$ cat config.mk
export PLATFORM = sky130hd
export DESIGN_NAME = lzce_judge
export DESIGN_NICKNAME = d
export VERILOG_FILES = /design/src/hdl/laplacian_zero_crossing_edges_defines.svh /design/src/hdl/lzce_pkg.sv /design/src/hdl/lzce_judge.sv
export SDC_FILE = /design/constraint.sdc
export NUM_CORES = 1
export LEC_CHECK = 0
export BUFFER_PORTS_ARGS = -buffer_cell sky130_fd_sc_hd__buf_2
export CELL_PAD_IN_SITES_DETAIL_PLACEMENT = 1
export CELL_PAD_IN_SITES_GLOBAL_PLACEMENT = 1
export CORE_UTILIZATION = 36
export DETAILED_ROUTE_END_ITERATION = 10
export PLACE_DENSITY_LB_ADDON = 0.1
export SLEW_MARGIN = 20
export SYNTH_ARGS = -nofsm -noshare
export SYNTH_HDL_FRONTEND = slang
export SYNTH_SLANG_ARGS = --single-unit
export TNS_END_PERCENT = 30
$ cat constraint.sdc
create_clock -name vclk -period 5.59
set_input_delay 0 -clock vclk [all_inputs]
set_output_delay 0 -clock vclk [all_outputs]
set_load 0.01 [all_outputs]
$ cat src/hdl/laplacian_zero_crossing_edges_defines.svh
// assertion macros for the laplacian zero-crossing edge block
// included by the rtl files that carry concurrent checks, no other dependencies
`ifndef LAPLACIAN_ZERO_CROSSING_EDGES_DEFINES_SVH
`define LAPLACIAN_ZERO_CROSSING_EDGES_DEFINES_SVH

// same-cycle implication, checks off while reset is asserted
`define LZCE_ASSERT_IMP(label, clk, rst_n, ante, cons, msg) \
    label: assert property (@(posedge clk) disable iff (!rst_n) (ante) |-> (cons)) \
        else $error(msg);

// next-cycle implication, checks off while reset is asserted
`define LZCE_ASSERT_NXT(label, clk, rst_n, ante, cons, msg) \
    label: assert property (@(posedge clk) disable iff (!rst_n) (ante) |=> (cons)) \
        else $error(msg);

`endif

$ cat src/hdl/lzce_pkg.sv
// shared constants and types for the laplacian zero-crossing edge block
// no dependencies
`default_nettype none

package lzce_pkg;

    // field and register widths
    localparam int WIDTH_BITS     = 11;
    localparam int HEIGHT_BITS    = 13;
    localparam int THRESH_BITS    = 16;
    localparam int CFG_DATA_BITS  = 16;
    localparam int CFG_INDEX_BITS = 2;
    localparam int OUT_TDATA_BITS = 8;

    // parameter defaults and limits
    localparam int MAX_WIDTH_DEF  = 1024;
    localparam int VALUE_BITS_DEF = 16;
    localparam int HEIGHT_LIMIT   = 4096;

    // register reset values
    localparam logic [WIDTH_BITS-1:0]  WIDTH_RESET  = WIDTH_BITS'(640);
    localparam logic [HEIGHT_BITS-1:0] HEIGHT_RESET = HEIGHT_BITS'(480);
    localparam logic [THRESH_BITS-1:0] THRESH_RESET = '0;

    // register indexes
    localparam logic [CFG_INDEX_BITS-1:0] REG_IMAGE_WIDTH     = 2'd0;
    localparam logic [CFG_INDEX_BITS-1:0] REG_IMAGE_HEIGHT    = 2'd1;
    localparam logic [CFG_INDEX_BITS-1:0] REG_SLOPE_THRESHOLD = 2'd2;

    // word kinds
    localparam logic OP_PIXEL = 1'b0;
    localparam logic OP_FLUSH = 1'b1;

    // line buffer strobes
    typedef struct packed {
        logic rd_en;
        logic shift;
        logic wr_en;
    } t_lb_ctrl;

    // which neighbours of the judged pixel lie inside the image
    typedef struct packed {
        logic has_left;
        logic has_right;
        logic has_up;
        logic has_down;
    } t_nbr_flags;

endpackage

`default_nettype wire

$ cat src/hdl/lzce_judge.sv
// zero-crossing decision for one pixel from its neighbourhood
// uses lzce_pkg for the neighbour flags and threshold width
`default_nettype none

module lzce_judge #(
    parameter int VALUE_BITS = lzce_pkg::VALUE_BITS_DEF
) (
    input  logic [VALUE_BITS-1:0]            i_center,
    input  logic [VALUE_BITS-1:0]            i_up,
    input  logic [VALUE_BITS-1:0]            i_left,
    input  logic [VALUE_BITS-1:0]            i_right,
    input  logic [VALUE_BITS-1:0]            i_down,
    input  lzce_pkg::t_nbr_flags             i_nbr,
    input  logic [lzce_pkg::THRESH_BITS-1:0] i_threshold,
    output logic                             o_edge
);

    localparam int SUM_BITS = VALUE_BITS + 1;
    localparam int CMP_BITS = (SUM_BITS > lzce_pkg::THRESH_BITS) ? SUM_BITS
                                                                 : lzce_pkg::THRESH_BITS;

    function automatic logic [VALUE_BITS-1:0] mag(input logic [VALUE_BITS-1:0] v);
        return v[VALUE_BITS-1] ? (~v + VALUE_BITS'(1)) : v;
    endfunction

    function automatic logic crossing(input logic [VALUE_BITS-1:0] a,
                                      input logic [VALUE_BITS-1:0] b,
                                      input logic [CMP_BITS-1:0]   thr);
        logic [CMP_BITS-1:0] sum;
        sum = CMP_BITS'(mag(a)) + CMP_BITS'(mag(b));
        return (a[VALUE_BITS-1] ^ b[VALUE_BITS-1]) && (sum > thr);
    endfunction

    logic                  nonzero;
    logic [VALUE_BITS-1:0] h_a;
    logic [VALUE_BITS-1:0] v_a;
    logic                  h_en;
    logic                  v_en;
    logic [CMP_BITS-1:0]   thr;

    // nonzero center pairs with right and down, a zero center uses its opposite sides
    assign nonzero = (i_center != '0);
    assign h_a     = nonzero ? i_center : i_left;
    assign v_a     = nonzero ? i_center : i_up;
    assign h_en    = nonzero ? i_nbr.has_right : (i_nbr.has_left && i_nbr.has_right);
    assign v_en    = nonzero ? i_nbr.has_down  : (i_nbr.has_up && i_nbr.has_down);
    assign thr     = CMP_BITS'(i_threshold);

    assign o_edge = (h_en && crossing(h_a, i_right, thr)) ||
                    (v_en && crossing(v_a, i_down, thr));

endmodule

`default_nettype wire

# --- Word level (Yosys, flattened, before mapping) ---
# Index checks and enable logic that the tools add are counted.
totals:
  register_bits: 0
  latchBits: 0
  ram_bits: 0
  romBits: 0
  n_memories: 0
classes:
  n_addsub: 6
  n_mul: 0
  div: 0
  magnitude_cmp: 2
  n_eq_ne: 0
  n_shift: 0
  muxes: 8
  bitwise_logic: 6
  reduce_logical: 8
op_table:
  columns: ["operator", "n"]
  rows:
  - ["two-way mux 16 bit", 6]
  - ["adder 16 x 1 -> 16 bit (second input constant)", 4]
  - ["NOT 16 bit", 4]
  - ["adder 16 x 16 -> 17 bit", 2]
  - ["greater-than comparator 17 x 16 -> 1 bit", 2]
  - ["nonzero test 16 bit", 1]
  - ["logical AND 1 bit", 6]
  - ["two-way mux 1 bit", 2]
  - ["XOR 1 bit", 2]
  - ["logical OR 1 bit", 1]

# --- Logic depth before layout (Yosys ltp) ---
# Gate-level depths: netlist of run 1.
logic_depth:
  word_depth: 10
  depth_mapped: 27

# --- Worst setup path after synthesis of run 1 ---
# Ideal clock, no wire load.
synth_path:
  path_type: "input to output"
  startpoint: "input port i_center[5]"
  endpoint: "output port o_edge"
  arrival_time_ns: 5.404
  slack_ns: 0.186
  path_stages: 27
  path_cell_list: "or4_4 -> or3_4 -> nor2_4 -> buf_2 -> buf_2 -> a21o_1 -> inv_1 -> ha_1 -> nand2_1 -> nor3_1 -> o21ai_0 -> nand2_1 -> xor2_1 -> ha_1 -> o21a_1 -> o21ai_0 -> o21ai_0 -> or3_1 -> a21oi_1 -> xnor2_1 -> ha_1 -> nand3_1 -> or4_1 -> o32ai_1 -> a31oi_1 -> nor4_1 -> o22ai_1"
synth_via:
  elab_chain_len: 10
  word_cells_on_any_way: 22
  cone_classes: "add/sub: 4; order compare: 2; mux: 6; bitwise: 4; reduce/logical: 6"
synth_rtl:
  columns: ["element", "line_no", "source"]
  rows:
  - ["start: declaration", "lzce_judge.sv:8", "input logic [VALUE_BITS-1:0] i_center,"]
  - ["nonzero test 16 bit", "lzce_judge.sv:42", "assign nonzero = (i_center != '0);"]
  - ["two-way mux 16 bit, on equally long branches", "lzce_judge.sv:43, lzce_judge.sv:44", null]
  - ["NOT 16 bit", "lzce_judge.sv:23", "return v[VALUE_BITS-1] ? (~v + VALUE_BITS'(1)) : v;"]
  - ["adder 16 x 1 -> 16 bit", "lzce_judge.sv:23", null]
  - ["two-way mux 16 bit", "lzce_judge.sv:23", null]
  - ["adder 16 x 16 -> 17 bit", "lzce_judge.sv:30", "sum = CMP_BITS'(mag(a)) + CMP_BITS'(mag(b));"]
  - ["greater-than comparator 17 x 16 -> 1 bit", "lzce_judge.sv:31", "return (a[VALUE_BITS-1] ^ b[VALUE_BITS-1]) && (sum > thr);"]
  - ["logical AND 1 bit", "lzce_judge.sv:31", null]
  - ["logical AND 1 bit, on equally long branches", "lzce_judge.sv:49, lzce_judge.sv:50", null]
  - ["logical OR 1 bit (*)", "lzce_judge.sv:49", "assign o_edge = (h_en && crossing(h_a, i_right, thr)) ||"]
  - ["end: declaration", "lzce_judge.sv:15", "output logic o_edge"]
# Mark *: on every way between the ends. The rest lies on a longest branch, timed or not.

# --- Worst setup path in the final report of run 1 ---
layout_path:
  startpoint: "input port i_center[7]"
  endpoint: "output port o_edge"
# Same word-level chain as after synthesis.

==> results.json, run 1 <==
{
  "overflow": 0,
  "power_uw": 919.4,
  "initial_utilization_pct": 37.07,
  "seq_cell_count": 0,
  "layout_setup_ws_ns": 0.1485,
  "slew_headroom_pct": 49.29,
  "antenna_found_initial": 0,
  "min_period_over_period_pct": 97.34,
  "synth_cells": 589,
  "startpoint": "i_center[7]",
  "synth.area.top_cells": "ha_1, xnor2_1, a21oi_1",
  "holdBufCountCts": 0,
  "use_met1_pct": 34.77,
  "dp_hpwl_microns": 13650,
  "place_area_sq_um": 4928,
  "worstSetupEndpointType": "output port",
  "grt.busiest_layer": "met2",
  "instances_no_fill": 866,
  "grt_use_met2_pct": 49.22,
  "p_leak_nw": 2.344,
  "yosysWarnings": 0,
  "rows": 38,
  "critPathRequiredTime_ns": 5.59,
  "gr-usage-met3_pct": 0.4843,
  "first_pass_iters": 5,
  "p_per_area_nw_per_um2": 175.0,
  "max_freq_ghz": 0.1838,
  "core_area_sq_um": 10840,
  "tns_ns": 0,
  "worst_pin_slew_ns": 0.7606,
  "yosys.area.top_type": "ha_1",
  "antenna_left": 0,
  "critPathKind": "input port to output port",
  "final_core_util_pct": 48.45,
  "hold_viol": 0,
  "setup_violations": 0,
  "port_buffers": 101,
  "antenna_cells": 0,
  "fp.dieW_microns": 107.7,
  "drive_gt1_share_pct": 27.82,
  "drv_slew": 0,
  "crit_path_end": "o_edge",
  "period_minus_slack_ns": 5.441,
  "wl_per_cell_microns": 18.59,
  "drv_cap": 0,
  "drc_errors": 0,
  "register_area_sq_um": 0,
  "syn_area_per_cell_sq_um": 6.823,
  "die_area_sq_um": 11590,
  "grt_util_all_layers_pct": 26.53,
  "pre_cts_slack_ns": -0.2753,
  "whs_ns": 0.4490,
  "place_congestion": 0.8633,
  "fp.dieH_microns": 107.7,
  "crit_arrival_ns": 5.44,
  "nNetsFinal": 898,
  "placed_cells": 854,
  "synth_seq_area_share_pct": 0,
  "start_kind": "input port",
  "grt_pass1_wl_microns": 24340,
  "crit_fanout": 5,
  "area_growth_pct": 30.70,
  "finalInstanceArea_sq_um": 5253,
  "vias": 5033,
  "min_path_type": "input port to output port",
  "grt_pass1_vias": 4965,
  "yosysUniqueCellTypes": 63,
  "synth_top_area_share_pct": 21.17,
  "syn_nets": 759,
  "syn-cell-area_sq_um": 4019,
  "grt_max_degree": 24,
  "viasPerCell": 5.812,
  "clock_buffers": 0,
  "status": "completed",
  "route.final.wire_length_microns": 16100,
  "ir_drop_mv": 0.07485,
  "drt_iter0_markers": 217,
  "io_pins": 101
}
## worst max-delay path, cell delays in order
cell and delay (ns):
buf_2 0.10, or4_4 0.54, or3_4 0.42, nor2_4 0.18
a21o_1 0.17, inv_2 0.05, ha_4 0.17, nand2_4 0.07
buf_4 0.10, o22ai_1 0.06, a21oi_1 0.29, ha_1 0.34
a21oi_2 0.18, buf_4 0.14, a21boi_1 0.09, o31a_1 0.35
nand2_1 0.10, o211ai_1 0.12, ha_1 0.33, nand2_1 0.10
or4_4 0.56, o32ai_2 0.21, a31oi_1 0.10, nor4_2 0.33
o22ai_1 0.16, buf_2 0.17
## cell type report
class / instances / area, sq um
tap: 140 / 175.2
timing repair buffer: 154 / 937.1
inverter: 33 / 123.9
fill: 1476 / 5588
multi-input combinational: 539 / 4016
## how the worst min path moves through the flow
stage / from / to / slack, ns / depth (start not counted)
detailed placement: i_nbr[0] / o_edge / 0.48 / 4
CTS: i_nbr[0] / o_edge / 0.48 / 4
finish: i_nbr[0] / o_edge / 0.45 / 4
global placement: i_nbr[0] / o_edge / 0.48 / 4
floorplan: i_nbr[2] / o_edge / 0.16 / 2
global route: i_nbr[0] / o_edge / 0.45 / 4
## cell families after synthesis
family                     Yosys count  synth area share, %
adders and majority gates           70                22.17
xor gates and xnor gates            71                15.47
buffers and inverters               50                5.044
and+or+nand+nor                    200                24.88
muxes                                2               0.5293
AOI/OAI and AO/OA                  196                31.91
## what timing repair did
item	in CTS	in global routing
endpoints found under the hold margin	0	0
buffers inserted	0	11
pin swaps	0	29
endpoints found under the setup margin	1	1
gates cloned	0	1
resized for setup	6	47
## Yosys cell counts (all sizes together) (10+ instances only)
cell type	instances
o21ai	33
a21oi	67
xor2	10
nor3	25
xnor2	61
a31oi	11
nor2	48
nand3	10
a21o	14
ha	68
nand2	56
inv	33
clkbuf	10
## metal layers
metal,vias to the layer above,share of wire [%]
met5,-,0
met4,0,1.5
met3,19,3.6
met2,144,50
met1,2398,45
li1,2472,-
## layout by cell type (no fill, tap or decap), drive strengths merged, types with 5 or more instances in the layout
cell / instances
buf: 153
ha: 68
a21oi: 67
xnor2: 61
nand2: 56
nor2: 48
inv: 33
o21ai: 33
nor3: 25
a21o: 14
a31oi: 11
xor2: 10
nand3: 10
o31ai: 9
or3: 9
nand2b: 8
nor2b: 7
a211oi: 7
o21a: 6
nand4: 6
or4: 6
o31a: 5
a211o: 5
nor4: 5
## power by group
part           internal [mW]  switching, mW  total, mW
Sequential                 0              0          0
Clock                      0              0          0
Combinational          0.412          0.507      0.919
(Power assumes the default switching activity.)
==> run 2, diff against run 1 <==
--- a/config.mk
+++ b/config.mk
@@ -6,11 +6,9 @@
 export NUM_CORES = 1
 export LEC_CHECK = 0
 export BUFFER_PORTS_ARGS = -buffer_cell sky130_fd_sc_hd__buf_2
-export CELL_PAD_IN_SITES_DETAIL_PLACEMENT = 1
-export CELL_PAD_IN_SITES_GLOBAL_PLACEMENT = 1
-export CORE_UTILIZATION = 36
+export CORE_UTILIZATION = 50
 export DETAILED_ROUTE_END_ITERATION = 10
-export PLACE_DENSITY_LB_ADDON = 0.1
+export PLACE_DENSITY_LB_ADDON = 0.05
 export SLEW_MARGIN = 20
 export SYNTH_ARGS = -nofsm -noshare
 export SYNTH_HDL_FRONTEND = slang
==> run 2 against run 1 <==
Non-clock buffer count fell by 22. Worst setup slack got worse by 0.030 ns. Total power fell by 9.3%. First-iteration DRC count rose by 22%. Critical endpoint unchanged. Highest routed layer unchanged.
==> results.json, run 2 (synthesis results as in run 1) <==
{
  "status": "completed",
  "critPathKind": "input port to output port",
  "clock_buffers": 0,
  "route.final.wire_length_microns": 13110,
  "viasPerCell": 6.015,
  "area_growth_pct": 23.32,
  "drc_errors": 0,
  "hold_viol": 0,
  "vias": 4848,
  "period_minus_slack_ns": 5.471,
  "grt_max_degree": 28,
  "drv_cap": 0,
  "seq_cell_count": 0,
  "dp_hpwl_microns": 11060,
  "final_common_cell": "buf_2",
  "crit_arrival_ns": 5.47,
  "nNetsFinal": 876,
  "crit_fanout": 5,
  "final_cell_mix": "buf_2, ha_1, a21oi_1",
  "antenna_left": 0,
  "internal_power_uw": 374.0,
  "fillers": 796,
  "register_area_sq_um": 0,
  "min_period_over_period_pct": 97.87,
  "grt_pass1_vias": 4445,
  "place_congestion": 0.9887,
  "p_comb_share_pct": 100.0,
  "start_kind": "input port",
  "initial_utilization_pct": 51.74,
  "grt_util_all_layers_pct": 29.70,
  "grt_pass1_wl_microns": 20580,
  "swShare_pct": 55.14,
  "core_area_sq_um": 7767,
  "drt_iter0_markers": 264,
  "p_per_area_nw_per_um2": 168.2,
  "max_freq_ghz": 0.1828,
  "drive_gt1_share_pct": 24.57,
  "ir_drop_mv": 0.1006,
  "drv_slew": 0,
  "port_buffers": 101,
  "multiInputGateArea_sq_um": 3959,
  "min_path_type": "input port to output port",
  "antenna_found_initial": 0,
  "seqPwrFrac_pct": 0,
  "final_core_util_pct": 63.80,
  "wl_per_cell_microns": 16.27,
  "clkPwrFrac_pct": 0,
  "fp.dieH_microns": 91.66,
  "antenna_cells": 0,
  "whs_ns": 0.4391,
  "slew_headroom_pct": 42.61,
  "p_sw_uw": 459.8,
  "worstSetupEndpointType": "output port",
  "setup_violations": 0,
  "io_pins": 101,
  "first_pass_iters": 5,
  "critPathRequiredTime_ns": 5.59,
  "holdBufCountCts": 0,
  "worst_pin_slew_ns": 0.8391,
  "fp.dieW_microns": 91.66,
  "rows": 32,
  "overflow": 0,
  "die_area_sq_um": 8401,
  "p_leak_nw": 2.210
}
-- run 2: cell count changes in the layout (fill, tap and decap cells not counted), sizes merged --
cell	previous run	this run
clkbuf	1	0
buf	153	132
-- run 2: area by class of cell --
cell class | count | area share [%]
inverters | 33 | 2.499
repair buffers | 132 | 15.05
multi-input cells | 539 | 79.88
well taps | 102 | 2.575
-- run 2: power by group through the flow --
stage               Combinational (mW)  Sequential, mW  Clock [mW]
global route                     0.920               0           0
finish                           0.834               0           0
detailed placement               0.762               0           0
floorplan                        0.534               0           0
CTS                              0.773               0           0
global placement                 0.740               0           0
-- run 2: repair_timing --
item	4_1_cts	5_1_grt
gates cloned	0	0
endpoints found under the hold margin	0	0
pin swaps	0	20
setup endpoints to repair	1	1
resized for setup	5	32
setup buffers	0	5
-- run 2: final timing paths --
path / from / end / slack, ns / depth (start not counted)
hold / removal: i_nbr[0] / o_edge / 0.44 / 4
setup / recovery: i_center[5] / o_edge / 0.12 / 27
-- run 2: layer usage --
| layer | up-vias | global-route usage (%) | share of wire (%) |
|---|---|---|---|
| met5 | - | 0 | 0 |
| met2 | 169 | 53.13 | 48 |
| met3 | 18 | 1.990 | 4.7 |
| met4 | 0 | 4.762 | 1.8 |
| met1 | 2227 | 39.47 | 45 |
| li1 | 2434 | - | - |
-- run 2: critical path, stage by stage --
cell and delay (ns):
buf_2 0.11, or4_4 0.55, or3_4 0.45, nor2_4 0.15, buf_4 0.14, a21oi_2 0.08, ha_4 0.18, nand2_2 0.07
nor3_1 0.05, o21ai_1 0.11, o41ai_1 0.12, xor2_1 0.19, ha_1 0.37, a211o_1 0.32, nand2_1 0.08, o21ai_1 0.08
or3_1 0.37, a21oi_2 0.14, xnor2_1 0.08, ha_1 0.34, nand3_2 0.09, or4_4 0.44, o32ai_2 0.23, a31oi_1 0.10
nor4_2 0.33, o22ai_1 0.15, buf_2 0.17
-- run 2: through the flow --
stage	power [mW]	instance area [sq um]	TNS (ns)	worst slack (ns)	instances
2_1_floorplan	0.5339	4019	0	0.1861	589
3_3_place_gp	0.7405	4768	-0.09147	-0.09147	801
3_5_place_dp	0.7620	4768	-0.1276	-0.1276	801
4_1_cts	0.7730	4785	0	0.05151	801
5_1_grt	0.9198	4956	-0.02791	-0.02791	806
6_report	0.8338	4956	0	0.1189	806
==> run 3, diff against run 2 <==
--- a/config.mk
+++ b/config.mk
@@ -8,7 +8,7 @@
 export BUFFER_PORTS_ARGS = -buffer_cell sky130_fd_sc_hd__buf_2
 export CORE_UTILIZATION = 50
 export DETAILED_ROUTE_END_ITERATION = 10
-export PLACE_DENSITY_LB_ADDON = 0.05
+export PLACE_DENSITY = 0.84
 export SLEW_MARGIN = 20
 export SYNTH_ARGS = -nofsm -noshare
 export SYNTH_HDL_FRONTEND = slang
==> run 3 against run 2 <==
Largest cell class unchanged. Combinational power shrank 0.5%. Hold slack gained 0.013 ns. First-iteration DRC count is 23% higher. Non-clock buffer count increased by 4. Global-route usage grew 1.5 points.
==> results.json, run 3 (synthesis results as in run 1) <==
{
  "status": "completed",
  "min_path_type": "input port to output port",
  "worstSetupEndpointType": "output port",
  "wl_per_cell_microns": 17.20,
  "port_buffers": 101,
  "core_area_sq_um": 7767,
  "seq_cell_count": 0,
  "place_area_sq_um": 4776,
  "grt_max_degree": 38,
  "use_met1_pct": 40.62,
  "holdBufCountCts": 0,
  "whs_ns": 0.4523,
  "first_pass_iters": 5,
  "die_area_sq_um": 8401,
  "io_pins": 101,
  "start_kind": "input port",
  "final_common_cell": "buf_2",
  "fp.dieH_microns": 91.66,
  "final_core_util_pct": 64.19,
  "slew_headroom_pct": 42.30,
  "grt_pass1_wl_microns": 21360,
  "setup_violations": 0,
  "worst_pin_slew_ns": 0.8655,
  "critPathKind": "input port to output port",
  "overflow": 0,
  "period_minus_slack_ns": 5.431,
  "antenna_cells": 0,
  "drive_gt1_share_pct": 24.44,
  "startpoint": "i_center[7]",
  "min_path_cells": 4,
  "antenna_found_initial": 0,
  "max_freq_ghz": 0.1841,
  "drv_cap": 0,
  "grt_pass1_vias": 4612,
  "viasPerCell": 6.278,
  "tns_ns": 0,
  "critPathRequiredTime_ns": 5.59,
  "drt_iter0_markers": 326,
  "p_leak_nw": 2.237,
  "nNetsFinal": 880,
  "register_area_sq_um": 0,
  "grt_use_met2_pct": 54.39,
  "gr-usage-met3_pct": 1.824,
  "finalInstanceArea_sq_um": 4986,
  "clock_buffers": 0,
  "route.final.wire_length_microns": 13930,
  "antenna_left": 0,
  "p_per_area_nw_per_um2": 166.5,
  "min_period_over_period_pct": 97.16,
  "grt_util_all_layers_pct": 31.17,
  "fp.dieW_microns": 91.66,
  "drv_slew": 0,
  "crit_fanout": 5,
  "drc_errors": 0,
  "dp_hpwl_microns": 11530,
  "area_growth_pct": 24.07,
  "initial_utilization_pct": 51.74,
  "ir_drop_mv": 0.07913,
  "vias": 5085,
  "hold_viol": 0,
  "final_cell_mix": "buf_2, ha_1, a21oi_1",
  "holdPathEnd": "o_edge",
  "grt.busiest_layer": "met2",
  "min_from": "i_nbr[0]",
  "place_congestion": 1.015,
  "rows": 32,
  "crit_arrival_ns": 5.43
}
==> run 3: worst max-delay path: stages <==
cell	delay (ns)
buf_2	0.11
or4_4	0.54
or3_4	0.45
nor2_4	0.17
a21o_1	0.15
inv_1	0.05
ha_2	0.17
nand2_2	0.09
nor3_2	0.05
o21ai_2	0.09
nand2_1	0.09
xor2_1	0.17
ha_1	0.34
o21a_1	0.24
o21ai_2	0.22
o21ai_2	0.09
or3_1	0.39
a21oi_2	0.16
xnor2_1	0.09
ha_1	0.32
nand3_2	0.08
or4_4	0.43
o32ai_2	0.21
a31oi_1	0.07
nor4_1	0.34
o22ai_1	0.17
buf_2	0.17
==> run 3: report_power, final <==
group | switching, mW | leakage [nW] | internal, mW
logic | 0.462 | 2.24 | 0.369
clock network | 0 | 0 | 0
registers | 0 | 0 | 0
total | 0.462 | 2.24 | 0.369
==> run 3: per-layer routing <==
metal / share of wire (%) / up-vias / wire length [microns]
met5: 0 / - / 0
met4: 4.1 / 0 / 578
met3: 7.3 / 44 / 1014
met2: 47 / 234 / 6567
met1: 41 / 2382 / 5770
li1: - / 2425 / -
==> run 3: how the worst max path moves through the flow <==
stage                  end  depth (start not counted)
floorplan           o_edge                         27
global placement    o_edge                         25
CTS                 o_edge                         25
detailed placement  o_edge                         25
global route        o_edge                         27
finish              o_edge                         27
==> run 3: per-stage QoR <==
stage,setup WS [ns],power [mW],std cells
after global placement,0.1180,0.7331,802
after CTS,0.03001,0.7649,802
after detailed placement,-0.04510,0.7596,802
after floorplan,0.1861,0.5339,589
after global routing,-0.03886,0.9179,810
final,0.1587,0.8303,810
==> run 3: area by class of cell <==
cell class	instances	area (sq um)
fillers	726	2781
repair buffers	136	798.3
multi-input cells	539	3936
inverters	33	123.9
well taps	102	127.6
==> run 3: timing repair <==
action                     in CTS  in global routing
gates resized for setup         2                 31
setup buffers                   0                  7
setup endpoints to repair       1                  1
gates cloned                    0                  1
pin swaps                       0                 27
